**config.mk**
```make
export PLATFORM = sky130hd
export DESIGN_NAME = module_matrix_to_mono_bitmap
export DESIGN_NICKNAME = d
export VERILOG_FILES = /design/src/rtl/mmb_pkg.sv /design/src/rtl/mmb_ram.sv /design/src/rtl/module_matrix_to_mono_bitmap.sv
export SDC_FILE = /design/constraint.sdc
export NUM_CORES = 2
export LEC_CHECK = 0
export ABC_AREA = 1
export BUFFER_PORTS_ARGS = -buffer_cell sky130_fd_sc_hd__buf_2
export CAP_MARGIN = 20
export CELL_PAD_IN_SITES_DETAIL_PLACEMENT = 1
export CELL_PAD_IN_SITES_GLOBAL_PLACEMENT = 2
export CORE_ASPECT_RATIO = 1.2
export CORE_MARGIN = 4
export CORE_UTILIZATION = 40
export CTS_BUF_LIST = sky130_fd_sc_hd__clkbuf_16
export DETAILED_ROUTE_END_ITERATION = 16
export GPL_ROUTABILITY_DRIVEN = 0
export PLACE_DENSITY_LB_ADDON = 0.1
export SLEW_MARGIN = 10
export SYNTH_ARGS = -nofsm -noshare
export SYNTH_HDL_FRONTEND = slang
export SYNTH_SLANG_ARGS = --single-unit
```
**constraint.sdc**
```tcl
create_clock -name clock -period 17.1 [get_ports clock]
set_input_delay 0.855 -clock clock [delete_from_list [all_inputs] [get_ports clock]]
set_output_delay 0.855 -clock clock [all_outputs]
set_load 0.02 [all_outputs]
```
**src/rtl/mmb_pkg.sv**
```systemverilog
// Shared codes and constants for the matrix-to-bitmap packer.
`default_nettype none
package mmb_pkg;

   localparam logic [1:0] CMD_START = 2'd0;
   localparam logic [1:0] CMD_MODULE = 2'd1;
   localparam logic [1:0] CMD_DRAIN = 2'd2;

   localparam logic [1:0] STATUS_OK = 2'd0;
   localparam logic [1:0] STATUS_WAIT = 2'd1;
   localparam logic [1:0] STATUS_REFUSED = 2'd2;
   localparam logic [1:0] STATUS_IDLE = 2'd3;

   localparam logic [1:0] PH_IDLE = 2'd0;
   localparam logic [1:0] PH_TOP = 2'd1;
   localparam logic [1:0] PH_DATA = 2'd2;
   localparam logic [1:0] PH_BOTTOM = 2'd3;

   // what follows once the pending pixels are packed
   localparam logic [1:0] FIN_NONE = 2'd0;
   localparam logic [1:0] FIN_BORDER = 2'd1;
   localparam logic [1:0] FIN_FLUSH = 2'd2;

   localparam logic [0:0] REG_SIDE = 1'b0;
   localparam logic [0:0] REG_DOT = 1'b1;

   localparam logic [7:0] BYTE_WHITE = 8'hFF;
   localparam logic [7:0] BYTE_ZERO = 8'h00;

   localparam logic [7:0] SIDE_RESET = 8'd21;
   localparam logic [3:0] DOT_RESET = 4'd1;

endpackage
`default_nettype wire

```
**src/rtl/mmb_ram.sv**
```systemverilog
// Generic single-port-write, single-port-read RAM with registered read data.
`default_nettype none
module mmb_ram #(
   parameter int WIDTH = 8,
   parameter int DEPTH = 256
) (
   input  wire logic                     clock,
   input  wire logic                     wr_en,
   input  wire logic [$clog2(DEPTH)-1:0] wr_addr,
   input  wire logic [WIDTH-1:0]         wr_data,
   input  wire logic                     rd_en,
   input  wire logic [$clog2(DEPTH)-1:0] rd_addr,
   output logic      [WIDTH-1:0]         rd_data
);

   logic [WIDTH-1:0] mem [DEPTH];

   always_ff @(posedge clock) begin
      if (wr_en) begin
         mem[wr_addr] <= wr_data;
      end
      if (rd_en) begin
         rd_data <= mem[rd_addr];
      end
   end

endmodule
`default_nettype wire

```
**src/rtl/module_matrix_to_mono_bitmap.sv**
```systemverilog
// Top level: code-module matrix to 1 bit per pixel bitmap packer with row store.
// Each transfer gives one result; start and module items pass through one packed pixel
// chunk per step (plus flush and pad steps at a row end), data-row drains go through
// the row store read, plus the row set-up chunks after the last repeat of a row.
// Throughput: one item at a time, set by the pixel packing sequencer and the RAM read.
// Reset: synchronous; no image active, registers back to side 21 and dot size 1.
`default_nettype none
module module_matrix_to_mono_bitmap #(
   parameter int MAX_ROW_BYTES = 256,
   parameter int MAX_SIDE = 177,
   parameter int MAX_DOT = 8
) (
   input  wire logic        clock,
   input  wire logic        reset,
   input  wire logic        req_valid,
   output logic             req_stall,
   input  wire logic [1:0]  req_command,
   input  wire logic        req_dark,
   output logic             rsp_valid,
   input  wire logic        rsp_stall,
   output logic [7:0]       rsp_byte_out,
   output logic             rsp_byte_valid,
   output logic             rsp_last_byte,
   output logic [1:0]       rsp_status,
   input  wire logic        csr_psel,
   input  wire logic        csr_penable,
   input  wire logic        csr_pwrite,
   input  wire logic [2:0]  csr_paddr,
   input  wire logic [31:0] csr_pwdata,
   output logic [31:0]      csr_prdata,
   output logic             csr_pready
);
   import mmb_pkg::*;

   localparam int ADDR_W = $clog2(MAX_ROW_BYTES);
   localparam int MAX_LINE = ((MAX_SIDE + 4) * MAX_DOT + 7) / 8 + 1;
   localparam int LINE_W = $clog2(MAX_LINE + 1);
   localparam int CNT_W = (LINE_W > ADDR_W) ? LINE_W : ADDR_W;

   localparam logic [2:0] S_IDLE = 3'd0;
   localparam logic [2:0] S_PIX = 3'd1;
   localparam logic [2:0] S_FLUSH = 3'd2;
   localparam logic [2:0] S_PAD = 3'd3;
   localparam logic [2:0] S_READ = 3'd4;

   logic [7:0] side_ff, side_in;
   logic [3:0] dot_ff, dot_in;

   logic [2:0]       state_ff, state_in;
   logic [1:0]       phase_ff, phase_in;
   logic [7:0]       acc_ff, acc_in;
   logic [2:0]       bc_ff, bc_in;
   logic [CNT_W-1:0] len_ff, len_in;
   logic [CNT_W-1:0] emit_ff, emit_in;
   logic [3:0]       rep_ff, rep_in;
   logic [7:0]       col_ff, col_in;
   logic [7:0]       row_ff, row_in;
   logic [7:0]       aside_ff, aside_in;
   logic [3:0]       adot_ff, adot_in;
   logic [CNT_W-1:0] fill_ff, fill_in;
   logic [CNT_W-1:0] line_ff, line_in;
   logic [4:0]       pend_ff, pend_in;
   logic             white_ff, white_in;
   logic [1:0]       fin_ff, fin_in;
   logic             rdzero_ff, rdzero_in;
   logic             rdbegin_ff, rdbegin_in;

   logic       rsp_valid_ff, rsp_valid_in;
   logic [7:0] rsp_byte_ff, rsp_byte_in;
   logic       rsp_bv_ff, rsp_bv_in;
   logic       rsp_last_ff, rsp_last_in;
   logic [1:0] rsp_status_ff, rsp_status_in;

   logic             wr_en, rd_en;
   logic [ADDR_W-1:0] wr_addr, rd_addr;
   logic [7:0]       wr_data, rd_data;

   logic        accept, csr_write;
   logic [7:0]  start_side;
   logic [3:0]  start_dot;
   logic [12:0] start_bits;
   logic [12:0] start_fill;
   logic [3:0]  room, take, sum;
   logic [7:0]  mask;
   logic [CNT_W:0] emit_next;
   logic [4:0]  rep_next;
   logic [8:0]  row_next;
   logic [8:0]  col_next;

   assign csr_pready = 1'b1;
   assign csr_write = csr_psel && csr_penable && csr_pwrite;
   assign csr_prdata = (csr_paddr[2] == REG_SIDE) ? {24'd0, side_ff} : {28'd0, dot_ff};

   always_comb begin
      side_in = side_ff;
      dot_in = dot_ff;
      if (csr_write) begin
         if (csr_paddr[2] == REG_SIDE) begin
            side_in = csr_pwdata[7:0];
         end else begin
            dot_in = csr_pwdata[3:0];
         end
      end
   end

   assign req_stall = !((state_ff == S_IDLE) && (!rsp_valid_ff || !rsp_stall));
   assign accept = req_valid && !req_stall;

   assign rsp_valid = rsp_valid_ff;
   assign rsp_byte_out = rsp_byte_ff;
   assign rsp_byte_valid = rsp_bv_ff;
   assign rsp_last_byte = rsp_last_ff;
   assign rsp_status = rsp_status_ff;

   // clamped geometry sampled at start
   always_comb begin
      start_side = (side_ff == 8'd0) ? 8'd1 : side_ff;
      if (start_side > 8'(MAX_SIDE)) begin
         start_side = 8'(MAX_SIDE);
      end
      start_dot = (dot_ff == 4'd0) ? 4'd1 : dot_ff;
      if (start_dot > 4'(MAX_DOT)) begin
         start_dot = 4'(MAX_DOT);
      end
      start_bits = (13'({5'd0, start_side}) + 13'd4) * 13'({9'd0, start_dot});
      start_fill = (start_bits + 13'd7) >> 3;
   end

   // pixel chunk: as many pending bits as fit in the current byte
   always_comb begin
      room = 4'd8 - {1'b0, bc_ff};
      take = (pend_ff < {1'b0, room}) ? pend_ff[3:0] : room;
      sum = {1'b0, bc_ff} + take;
      mask = (BYTE_WHITE >> bc_ff) & ~(BYTE_WHITE >> sum);
   end

   assign emit_next = {1'b0, emit_ff} + 1'b1;
   assign rep_next = {1'b0, rep_ff} + 5'd1;
   assign row_next = {1'b0, row_ff} + 9'd1;
   assign col_next = {1'b0, col_ff} + 9'd1;

   always_comb begin
      state_in = state_ff;
      phase_in = phase_ff;
      acc_in = acc_ff;
      bc_in = bc_ff;
      len_in = len_ff;
      emit_in = emit_ff;
      rep_in = rep_ff;
      col_in = col_ff;
      row_in = row_ff;
      aside_in = aside_ff;
      adot_in = adot_ff;
      fill_in = fill_ff;
      line_in = line_ff;
      pend_in = pend_ff;
      white_in = white_ff;
      fin_in = fin_ff;
      rdzero_in = rdzero_ff;
      rdbegin_in = rdbegin_ff;
      rsp_valid_in = rsp_valid_ff && rsp_stall;
      rsp_byte_in = rsp_byte_ff;
      rsp_bv_in = rsp_bv_ff;
      rsp_last_in = rsp_last_ff;
      rsp_status_in = rsp_status_ff;
      wr_en = 1'b0;
      wr_addr = len_ff[ADDR_W-1:0];
      wr_data = acc_ff;
      rd_en = 1'b0;
      rd_addr = emit_ff[ADDR_W-1:0];

      case (state_ff)
         S_IDLE: begin
            if (accept) begin
               rsp_valid_in = 1'b1;
               rsp_byte_in = BYTE_ZERO;
               rsp_bv_in = 1'b0;
               rsp_last_in = 1'b0;
               rsp_status_in = STATUS_OK;
               case (req_command)
                  CMD_START: begin
                     aside_in = start_side;
                     adot_in = start_dot;
                     fill_in = CNT_W'(start_fill);
                     line_in = CNT_W'(start_fill + {12'd0, start_fill[0]});
                     phase_in = PH_TOP;
                     emit_in = '0;
                     rep_in = '0;
                     row_in = '0;
                     acc_in = '0;
                     bc_in = '0;
                     len_in = '0;
                     col_in = '0;
                     pend_in = {start_dot, 1'b0};
                     white_in = 1'b1;
                     fin_in = FIN_NONE;
                     state_in = S_PIX;
                  end
                  CMD_MODULE: begin
                     if (phase_ff == PH_IDLE) begin
                        rsp_status_in = STATUS_IDLE;
                     end else if (phase_ff == PH_BOTTOM || col_ff >= aside_ff) begin
                        rsp_status_in = STATUS_REFUSED;
                     end else begin
                        col_in = col_next[7:0];
                        pend_in = {1'b0, adot_ff};
                        white_in = !req_dark;
                        fin_in = (col_next == {1'b0, aside_ff}) ? FIN_BORDER : FIN_NONE;
                        state_in = S_PIX;
                     end
                  end
                  CMD_DRAIN: begin
                     if (phase_ff == PH_IDLE) begin
                        rsp_status_in = STATUS_IDLE;
                     end else if (phase_ff == PH_TOP || phase_ff == PH_BOTTOM) begin
                        rsp_byte_in = (emit_ff < fill_ff) ? BYTE_WHITE : BYTE_ZERO;
                        rsp_bv_in = 1'b1;
                        emit_in = emit_next[CNT_W-1:0];
                        if (emit_next >= {1'b0, line_ff}) begin
                           emit_in = '0;
                           rep_in = rep_next[3:0];
                           if (rep_next >= {adot_ff, 1'b0}) begin
                              rep_in = '0;
                              if (phase_ff == PH_TOP) begin
                                 phase_in = PH_DATA;
                              end else begin
                                 phase_in = PH_IDLE;
                                 rsp_last_in = 1'b1;
                              end
                           end
                        end
                     end else if (col_ff < aside_ff) begin
                        rsp_status_in = STATUS_WAIT;
                     end else begin
                        // byte comes from the row store; the RAM registers it and S_READ passes it on
                        rsp_valid_in = 1'b0;
                        rd_en = 1'b1;
                        rdzero_in = !(32'(emit_ff) < MAX_ROW_BYTES);
                        rdbegin_in = 1'b0;
                        state_in = S_READ;
                        emit_in = emit_next[CNT_W-1:0];
                        if (emit_next >= {1'b0, len_ff}) begin
                           emit_in = '0;
                           rep_in = rep_next[3:0];
                           if (rep_next >= {1'b0, adot_ff}) begin
                              rep_in = '0;
                              row_in = row_next[7:0];
                              if (row_next >= {1'b0, aside_ff}) begin
                                 phase_in = PH_BOTTOM;
                              end else begin
                                 acc_in = '0;
                                 bc_in = '0;
                                 len_in = '0;
                                 col_in = '0;
                                 pend_in = {adot_ff, 1'b0};
                                 white_in = 1'b1;
                                 fin_in = FIN_NONE;
                                 rdbegin_in = 1'b1;
                              end
                           end
                        end
                     end
                  end
                  default: begin
                  end
               endcase
            end
         end
         S_PIX: begin
            acc_in = white_ff ? (acc_ff | mask) : acc_ff;
            bc_in = sum[2:0];
            if (sum[3]) begin
               wr_en = 32'(len_ff) < MAX_ROW_BYTES;
               wr_data = white_ff ? (acc_ff | mask) : acc_ff;
               len_in = len_ff + 1'b1;
               acc_in = '0;
               bc_in = '0;
            end
            pend_in = pend_ff - {1'b0, take};
            if (pend_ff == {1'b0, take}) begin
               case (fin_ff)
                  FIN_BORDER: begin
                     pend_in = {adot_ff, 1'b0};
                     white_in = 1'b1;
                     fin_in = FIN_FLUSH;
                  end
                  FIN_FLUSH: begin
                     state_in = S_FLUSH;
                  end
                  default: begin
                     state_in = S_IDLE;
                  end
               endcase
            end
         end
         S_FLUSH: begin
            if (bc_ff != 3'd0) begin
               wr_en = 32'(len_ff) < MAX_ROW_BYTES;
               len_in = len_ff + 1'b1;
               acc_in = '0;
               bc_in = '0;
            end
            state_in = S_PAD;
         end
         S_PAD: begin
            // even byte count per row
            if (len_ff[0]) begin
               wr_en = 32'(len_ff) < MAX_ROW_BYTES;
               wr_data = BYTE_ZERO;
               len_in = len_ff + 1'b1;
            end
            state_in = S_IDLE;
         end
         S_READ: begin
            rsp_valid_in = 1'b1;
            rsp_byte_in = rdzero_ff ? BYTE_ZERO : rd_data;
            rsp_bv_in = 1'b1;
            rsp_last_in = 1'b0;
            rsp_status_in = STATUS_OK;
            state_in = rdbegin_ff ? S_PIX : S_IDLE;
         end
         default: begin
            state_in = S_IDLE;
         end
      endcase
   end

   always_ff @(posedge clock) begin
      if (reset) begin
         side_ff <= SIDE_RESET;
         dot_ff <= DOT_RESET;
         state_ff <= S_IDLE;
         phase_ff <= PH_IDLE;
         acc_ff <= '0;
         bc_ff <= '0;
         len_ff <= '0;
         emit_ff <= '0;
         rep_ff <= '0;
         col_ff <= '0;
         row_ff <= '0;
         aside_ff <= '0;
         adot_ff <= '0;
         fill_ff <= '0;
         line_ff <= '0;
         pend_ff <= '0;
         fin_ff <= FIN_NONE;
         rdbegin_ff <= 1'b0;
         rsp_valid_ff <= 1'b0;
      end else begin
         side_ff <= side_in;
         dot_ff <= dot_in;
         state_ff <= state_in;
         phase_ff <= phase_in;
         acc_ff <= acc_in;
         bc_ff <= bc_in;
         len_ff <= len_in;
         emit_ff <= emit_in;
         rep_ff <= rep_in;
         col_ff <= col_in;
         row_ff <= row_in;
         aside_ff <= aside_in;
         adot_ff <= adot_in;
         fill_ff <= fill_in;
         line_ff <= line_in;
         pend_ff <= pend_in;
         fin_ff <= fin_in;
         rdbegin_ff <= rdbegin_in;
         rsp_valid_ff <= rsp_valid_in;
      end
   end

   always_ff @(posedge clock) begin
      white_ff <= white_in;
      rdzero_ff <= rdzero_in;
      rsp_byte_ff <= rsp_byte_in;
      rsp_bv_ff <= rsp_bv_in;
      rsp_last_ff <= rsp_last_in;
      rsp_status_ff <= rsp_status_in;
   end

   mmb_ram #(
      .WIDTH(8),
      .DEPTH(MAX_ROW_BYTES)
   ) u_row_store (
      .clock(clock),
      .wr_en(wr_en),
      .wr_addr(wr_addr),
      .wr_data(wr_data),
      .rd_en(rd_en),
      .rd_addr(rd_addr),
      .rd_data(rd_data)
   );

endmodule
`default_nettype wire
```
After elaboration in Yosys (flattened, before gate mapping)

Memory sizes are Yosys's and may differ from the RTL's. A register that Yosys moved wholly into a read port is not among the register bits.
Cells that the tools add are included.

Add/sub/neg operators: 11
$mul: 1
Magnitude comparators: 11
Eq/ne operators: 43
Shift operators: 2
Multiplexer cells: 168
Bitwise operators: 7
Reductions and logical operators: 40

Operator list:

| kind                  | count |
|---|---|
| $mux 8                | 35 |
| $pmux 8 s2            | 5 |
| $mux 5                | 11 |
| $mux 2                | 24 |
| $mux 3                | 16 |
| $pmux 8 s3            | 2 |
| $mux 1                | 45 |
| $ne 3x3->1 const B    | 14 |
| $mux 4                | 10 |
| $reduce_and 11->1     | 3 |
| $pmux 8 s4            | 1 |
| $ne 2x2->1 const B    | 15 |
| $add 8x1->9 const B   | 3 |
| $ge 9x8->1            | 3 |
| $reduce_and 10->1     | 2 |
| $pmux 3 s3            | 2 |
| $lt 8x8->1            | 2 |
| $pmux 2 s2            | 4 |
| $pmux 5 s3            | 1 |
| $reduce_and 13->1     | 1 |
| $pmux 3 s2            | 2 |
| $pmux 3 s4            | 1 |
| $reduce_and 12->1     | 1 |
| $add 11x3->11 const B | 1 |
| other kinds (51)      | 79 |

Flip-flop bits (word level): 114
RAM bits: 2048
Input bits: 45
Output and inout port bits: 47
Logic and storage cells: 309
Memories kept: 1

Memories:

| memory          | depth | bits a word | read ports | clocked after memory_dff | wr ports | RTL line      | RTL |
|---|---|---|---|---|---|---|---|
| u_row_store.mem | 256   | 8           | 1          | 1                        | 1        | mmb_ram.sv:16 | `logic [WIDTH-1:0] mem [DEPTH];` |

Longest topological paths before layout

Depth after elaboration: 11
Mapped depth: 30
Gate-level depth less buffers: 30

By module

A second synthesis with hierarchy kept.

Cell total of the unflattened synthesis: 8299
Area total of the unflattened synthesis: 92581.3 um^2

Modules (own cells, without submodules):

| module                       | times used | cells an instance | area each (um^2) | sequential area each (um^2) |
|---|---|---|---|---|
| mmb_ram                      | 1          | 6999              | 83582.7          | 61739.2 |
| module_matrix_to_mono_bitmap | 1          | 1300              | 8998.6           | 2392.3 |

Least setup slack after synthesis

Ideal clock, no wire load.

Kind: reg-to-reg
Start point: register bc_ff[1]
End point: memory u_row_store.mem[0][6], data pin
Library setup time: 2.261 ns
Data arrival time: 13.343 ns
Data required time: 14.839 ns
Path slack: 1.496 ns
Cell stages (with the launch flop): 19
Buffers on the path: 0
Clock period less this slack: 15.604 ns
Cell sequence: dfxtp_1 inv_1 ha_1 ha_1 inv_1 ha_1 nand2_1 inv_1 o21ai_2 nand3_4 o21ai_0 ha_1 nand2_1 nor2_1 a211oi_1 xnor2_1 inv_2 nand2_4 o32ai_1

Word-level cells in the longest chain between the ends: 11
Elaborated cells between the ends (all ways): 12
Classes of those cells: 2 x add/sub; 1 x order compare; 2 x shift; 4 x mux; 3 x bitwise

Ends and longest elaborated chain:

| element                          | RTL line                            | RTL |
|---|---|---|
| start: declaration               | module_matrix_to_mono_bitmap.sv:52  | `logic [2:0] bc_ff, bc_in;` |
| start signal: assignment         | module_matrix_to_mono_bitmap.sv:355 | `bc_ff <= bc_in;` |
| $sub 4x3->4                      | module_matrix_to_mono_bitmap.sv:131 | `room = 4'd8 - {1'b0, bc_ff};` |
| $lt 5x4->1                       | module_matrix_to_mono_bitmap.sv:132 | `take = (pend_ff < {1'b0, room}) ? pend_ff[3:0] : room;` |
| $mux 4                           | module_matrix_to_mono_bitmap.sv:132 |  |
| $add 3x4->4                      | module_matrix_to_mono_bitmap.sv:133 | `sum = {1'b0, bc_ff} + take;` |
| $shr 8x4->8                      | module_matrix_to_mono_bitmap.sv:134 | `mask = (BYTE_WHITE >> bc_ff) & ~(BYTE_WHITE >> sum);` |
| $not 8->8                        | module_matrix_to_mono_bitmap.sv:134 |  |
| $and 8x8->8                      | module_matrix_to_mono_bitmap.sv:134 |  |
| $or 8x8->8                       | module_matrix_to_mono_bitmap.sv:274 | `wr_data = white_ff ? (acc_ff \| mask) : acc_ff;` |
| $mux 8                           | module_matrix_to_mono_bitmap.sv:274 |  |
| $mux 8 (*)                       | module_matrix_to_mono_bitmap.sv:272 | `if (sum[3]) begin` |
| $pmux 8 s2 (*)                   | module_matrix_to_mono_bitmap.sv:172 | `case (state_ff)` |
| named net u_row_store.wr_data[6] | mmb_ram.sv:10                       | `input wire logic [WIDTH-1:0] wr_data,` |
| end: declaration                 | mmb_ram.sv:16                       |  |

Mark *: on every way through the listed nets, which the timed path passes. The rest lies on a longest branch.

==> key figures <==
Global route
  – Grt total ovfl: 0
  – Number of global-route vias before repair: 61,781
  – Largest net degree at the start of global routing: 210
  – First-pass GRT wire length: 424,000 um
  – Initial antenna violation count: 10
  – GRT met2 Usage: 40.8%
  – M1 GR Usage: 32.3%
  – Aggregate global-route resource usage: 24.3%
  – Met3 usage: 3.31%
  – GRT busiest layer: met2

Synthesis
  – Mapped Area: 0.0909 mm^2
  – Post-synthesis sequential area ratio: 70.6%
  – Cells taking the most area after synthesis: edfxtp_1 68%, o21ai_0 6.6%, nor2_1 6.6%
  – Cell variety after synth: 67
  – Cells after synthesis: 7,573
  – Top FF cell, synth: edfxtp_1
  – Top-area cell type share of the netlist area: 68.4%
  – Yosys top cell by area: edfxtp_1
  – Post-synth EDFFs: 2,069
  – Seq cells post-synth: 2,169
  – Yosys warning count: 0
  – Synth Area per Inst: 12.0 um^2
  – Post-synth ARST share: 0%

Clocking
  – CTS tree: built
  – CTS sink count: 2,169
  – Worst skew pair latency: 0.89 ns
  – Clock Pin Slew Worst Setup and Hold Paths: 0.06 ns
  – Clk buf depth: 4
  – Cts hold-fix bufs: 0
  – CTS root buffer: clkbuf_16
  – Cells resized by post-CTS repair: 0
  – TritonCTS buffer count: 230
  – H-tree depth: 4
  – Post CTS Setup Buffer Count: 0

Power
  – PD cells: 117 mW/mm^2
  – Static Leak: 34.0 nW
  – Peak VDD IR: 0.0000770 V

Floorplan
  – Io pins: 92
  – Die footprint: 0.235 mm^2
  – Core area: 0.226 mm^2
  – Site Rows: 191
  – Chip Height: 530 um
  – Die width: 443 um
  – Initial core utilization: 40.2%

Timing
  – Worst Tran Pin Value: 1.13 ns
  – Final slew viol count: 0
  – Worst Setup Slack, final: 10.29 ns
  – Setup_tns: 0 ns
  – Setup Skew: 0.0461 ns
  – Final setup vio count: 0
  – Final Hold Viols: 0
  – RSZ-0062 raised after global routing: false
  – Final min period: 6.81 ns
  – F_max: 0.147 GHz
  – Worst rel slew slack: 24.6%
  – Final critical-path share of the clock period: 39.8%

Cells and area
  – Fraction of layout cells with a size suffix above 1: 7.15%
  – Register Area: 0.0642 mm^2
  – Post-route cell area: 0.101 mm^2
  – Final #Nets: 7,587
  – Fill cells: 23,419
  – Commonest non-fill, non-tap cell in the layout: edfxtp_1
  – Commonest cells after routing, fill and taps aside: 2,069 x edfxtp_1, 1,603 x nor2_1, 1,202 x o21ai_0
  – Area grow syn2layout: 10.8%
  – Area occupied by multi-input gates: 0.0233 mm^2

Worst setup path
  – Reg2reg start: emit_ff[0]
  – R2R Path End: u_row_store.rd_data[1]
  – Slowest cell delay on critical path: 0.84 ns
  – R2R Setup Slk: 10.29 ns
  – Critical Path Source Type: register
  – End of the critical path: u_row_store.rd_data[1]
  – Top cell by count, worst path: buf_4
  – Worst Setup End Kind: register
  – Crit Path Category: reg -> reg
  – Crit path max fanout: 146
  – CP Launch Point: emit_ff[0]
  – WP data required: 17.69 ns
  – Ordered list of cells on the worst path: buf_4 > buf_12 > buf_4 > buf_4 > buf_4 > o21ai_0 > o22ai_1 > nor2_1 > o22ai_1 > nand2_1 > a21oi_1 > nor3_1 > o21ai_1
  – Worst R2R Path Depth: 13
  – Critical Path Slowest Stage Cell: dfxtp_4
  – Critical Path AT: 7.40 ns

Routing
  – Via Count: 60,707
  – Routed wire per std cell: 27.5 um
  – Drt first-iter violations: 4,984
  – Final WL: 292,000 um
  – Mean number of vias per cell: 5.73
  – Remaining antenna violation count: 0
  – DRC Markers: 0
  – Router iterations before antenna repair: 5

Placement
  – PortBufs: 40
  – Post-DP Area: 0.0932 mm^2
  – DP HPWL: 163,000 um
  – Place WS: 9.90 ns

Min path
  – Min-Delay Path Class: in -> reg

Status
  – Outcome: complete, no violations

Run
  – Max cap viols: 0
==> state kept, by name (all words and copies together) (netlist names), 2 cells and up <==
register	flops
rep_ff	4
len_ff	8
dot_ff	4
bc_ff	3
fill_ff	8
col_ff	8
emit_ff	8
line_ff	7
adot_ff	4
u_row_store.mem	2048
side_ff	8
rsp_byte_out	8
fin_ff	2
state_ff	3
phase_ff	2
acc_ff	8
rsp_status	2
row_ff	8
u_row_store.rd_data	8
pend_ff	5
aside_ff	8
==> cells in the mapped netlist (4+ instances only) <==
cell / count
a211oi_1: 18
a21oi_1: 116
a31oi_1: 4
buf_1: 23
buf_2: 148
buf_4: 64
buf_6: 45
clkbuf_1: 252
clkinv_1: 4
dfxtp_1: 100
edfxtp_1: 2069
fa_1: 16
ha_1: 93
inv_1: 221
inv_2: 10
mux2i_1: 7
nand2_1: 445
nand2_2: 7
nand3_1: 240
nand3b_1: 6
nand4_1: 24
nand4_2: 4
nor2_1: 1603
nor2_2: 11
nor3_1: 22
o211ai_1: 36
o21ai_0: 1203
o21ai_1: 83
o221ai_1: 34
o22ai_1: 572
or2_1: 5
xnor2_1: 7
xor2_1: 23
==> cells by family after synthesis <==
logic type | count (synthesis) | share of synthesized area [%]
and+or+nand+nor | 2395 | 10.7
DFF | 2169 | 70.6
AOI/OAI and AO/OA | 2088 | 12.7
buffers and inverters | 772 | 4.05
adders and majority gates | 109 | 1.63
xor gates and xnor gates | 30 | 0.289
muxes | 8 | 0.102
other | 2 | 0.00826
==> through the flow <==
stage                     hold WS (ns)  util (%)  instances  power, mW
final                            0.194      44.6      10603       11.8
after global placement           0.471      41.3      10187       6.95
after floorplan                  0.416         -       7598       6.73
after global routing             0.152      44.6      10601       12.2
after CTS                        0.117      44.5      10595       11.9
after detailed placement         0.478      41.3      10187       6.97
==> power breakdown <==
group / leakage (nW) / switching, mW / internal, mW
clock network: 3.77 / 2.09 / 2.88
registers: 19.9 / 0.0257 / 6.04
logic: 10.3 / 0.633 / 0.162
total: 34.0 / 2.75 / 9.07
==> metal layers <==
layer / routed length (um) / up-vias
met1: 126000 / 31474
met5: 13 / -
met4: 11000 / 2
li1: - / 27297
met3: 14800 / 479
met2: 140000 / 1455
==> final cells by class <==
class / count / area share, %
Tap cell: 2991 / 3.72
Clock inverter: 173 / 1.47
Multi-Input combinational cell: 4657 / 23.1
Inverter: 236 / 0.913
Sequential cell: 2169 / 63.7
Antenna cell: 3 / 0.00745
Clock buffer: 235 / 5.84
Timing Repair Buffer: 139 / 1.23
==> worst max-delay path: cells and delay by family, from the launching register on <==
| family | cells | cell delay [ns] |
|---|---|---|
| AOI/OAI and AO/OA | 5 | 1.84 |
| buffers and inverters | 5 | 3.13 |
| DFF | 1 | 0.84 |
| and+or+nand+nor | 3 | 0.33 |
==> worst min path at each step <==
stage	from	end	slack (ns)	cells after the start
final	csr_pwdata[0]	dot_ff[0]	0.19	3
after global routing	csr_pwdata[0]	dot_ff[0]	0.15	3
after CTS	csr_pwdata[0]	dot_ff[0]	0.12	3
after detailed placement	row_ff[1]	row_ff[1]	0.48	2
after global placement	line_ff[1]	line_ff[1]	0.47	2
after floorplan	acc_ff[0]	acc_ff[0]	0.42	2
Power figures use the tool's default switching activity.
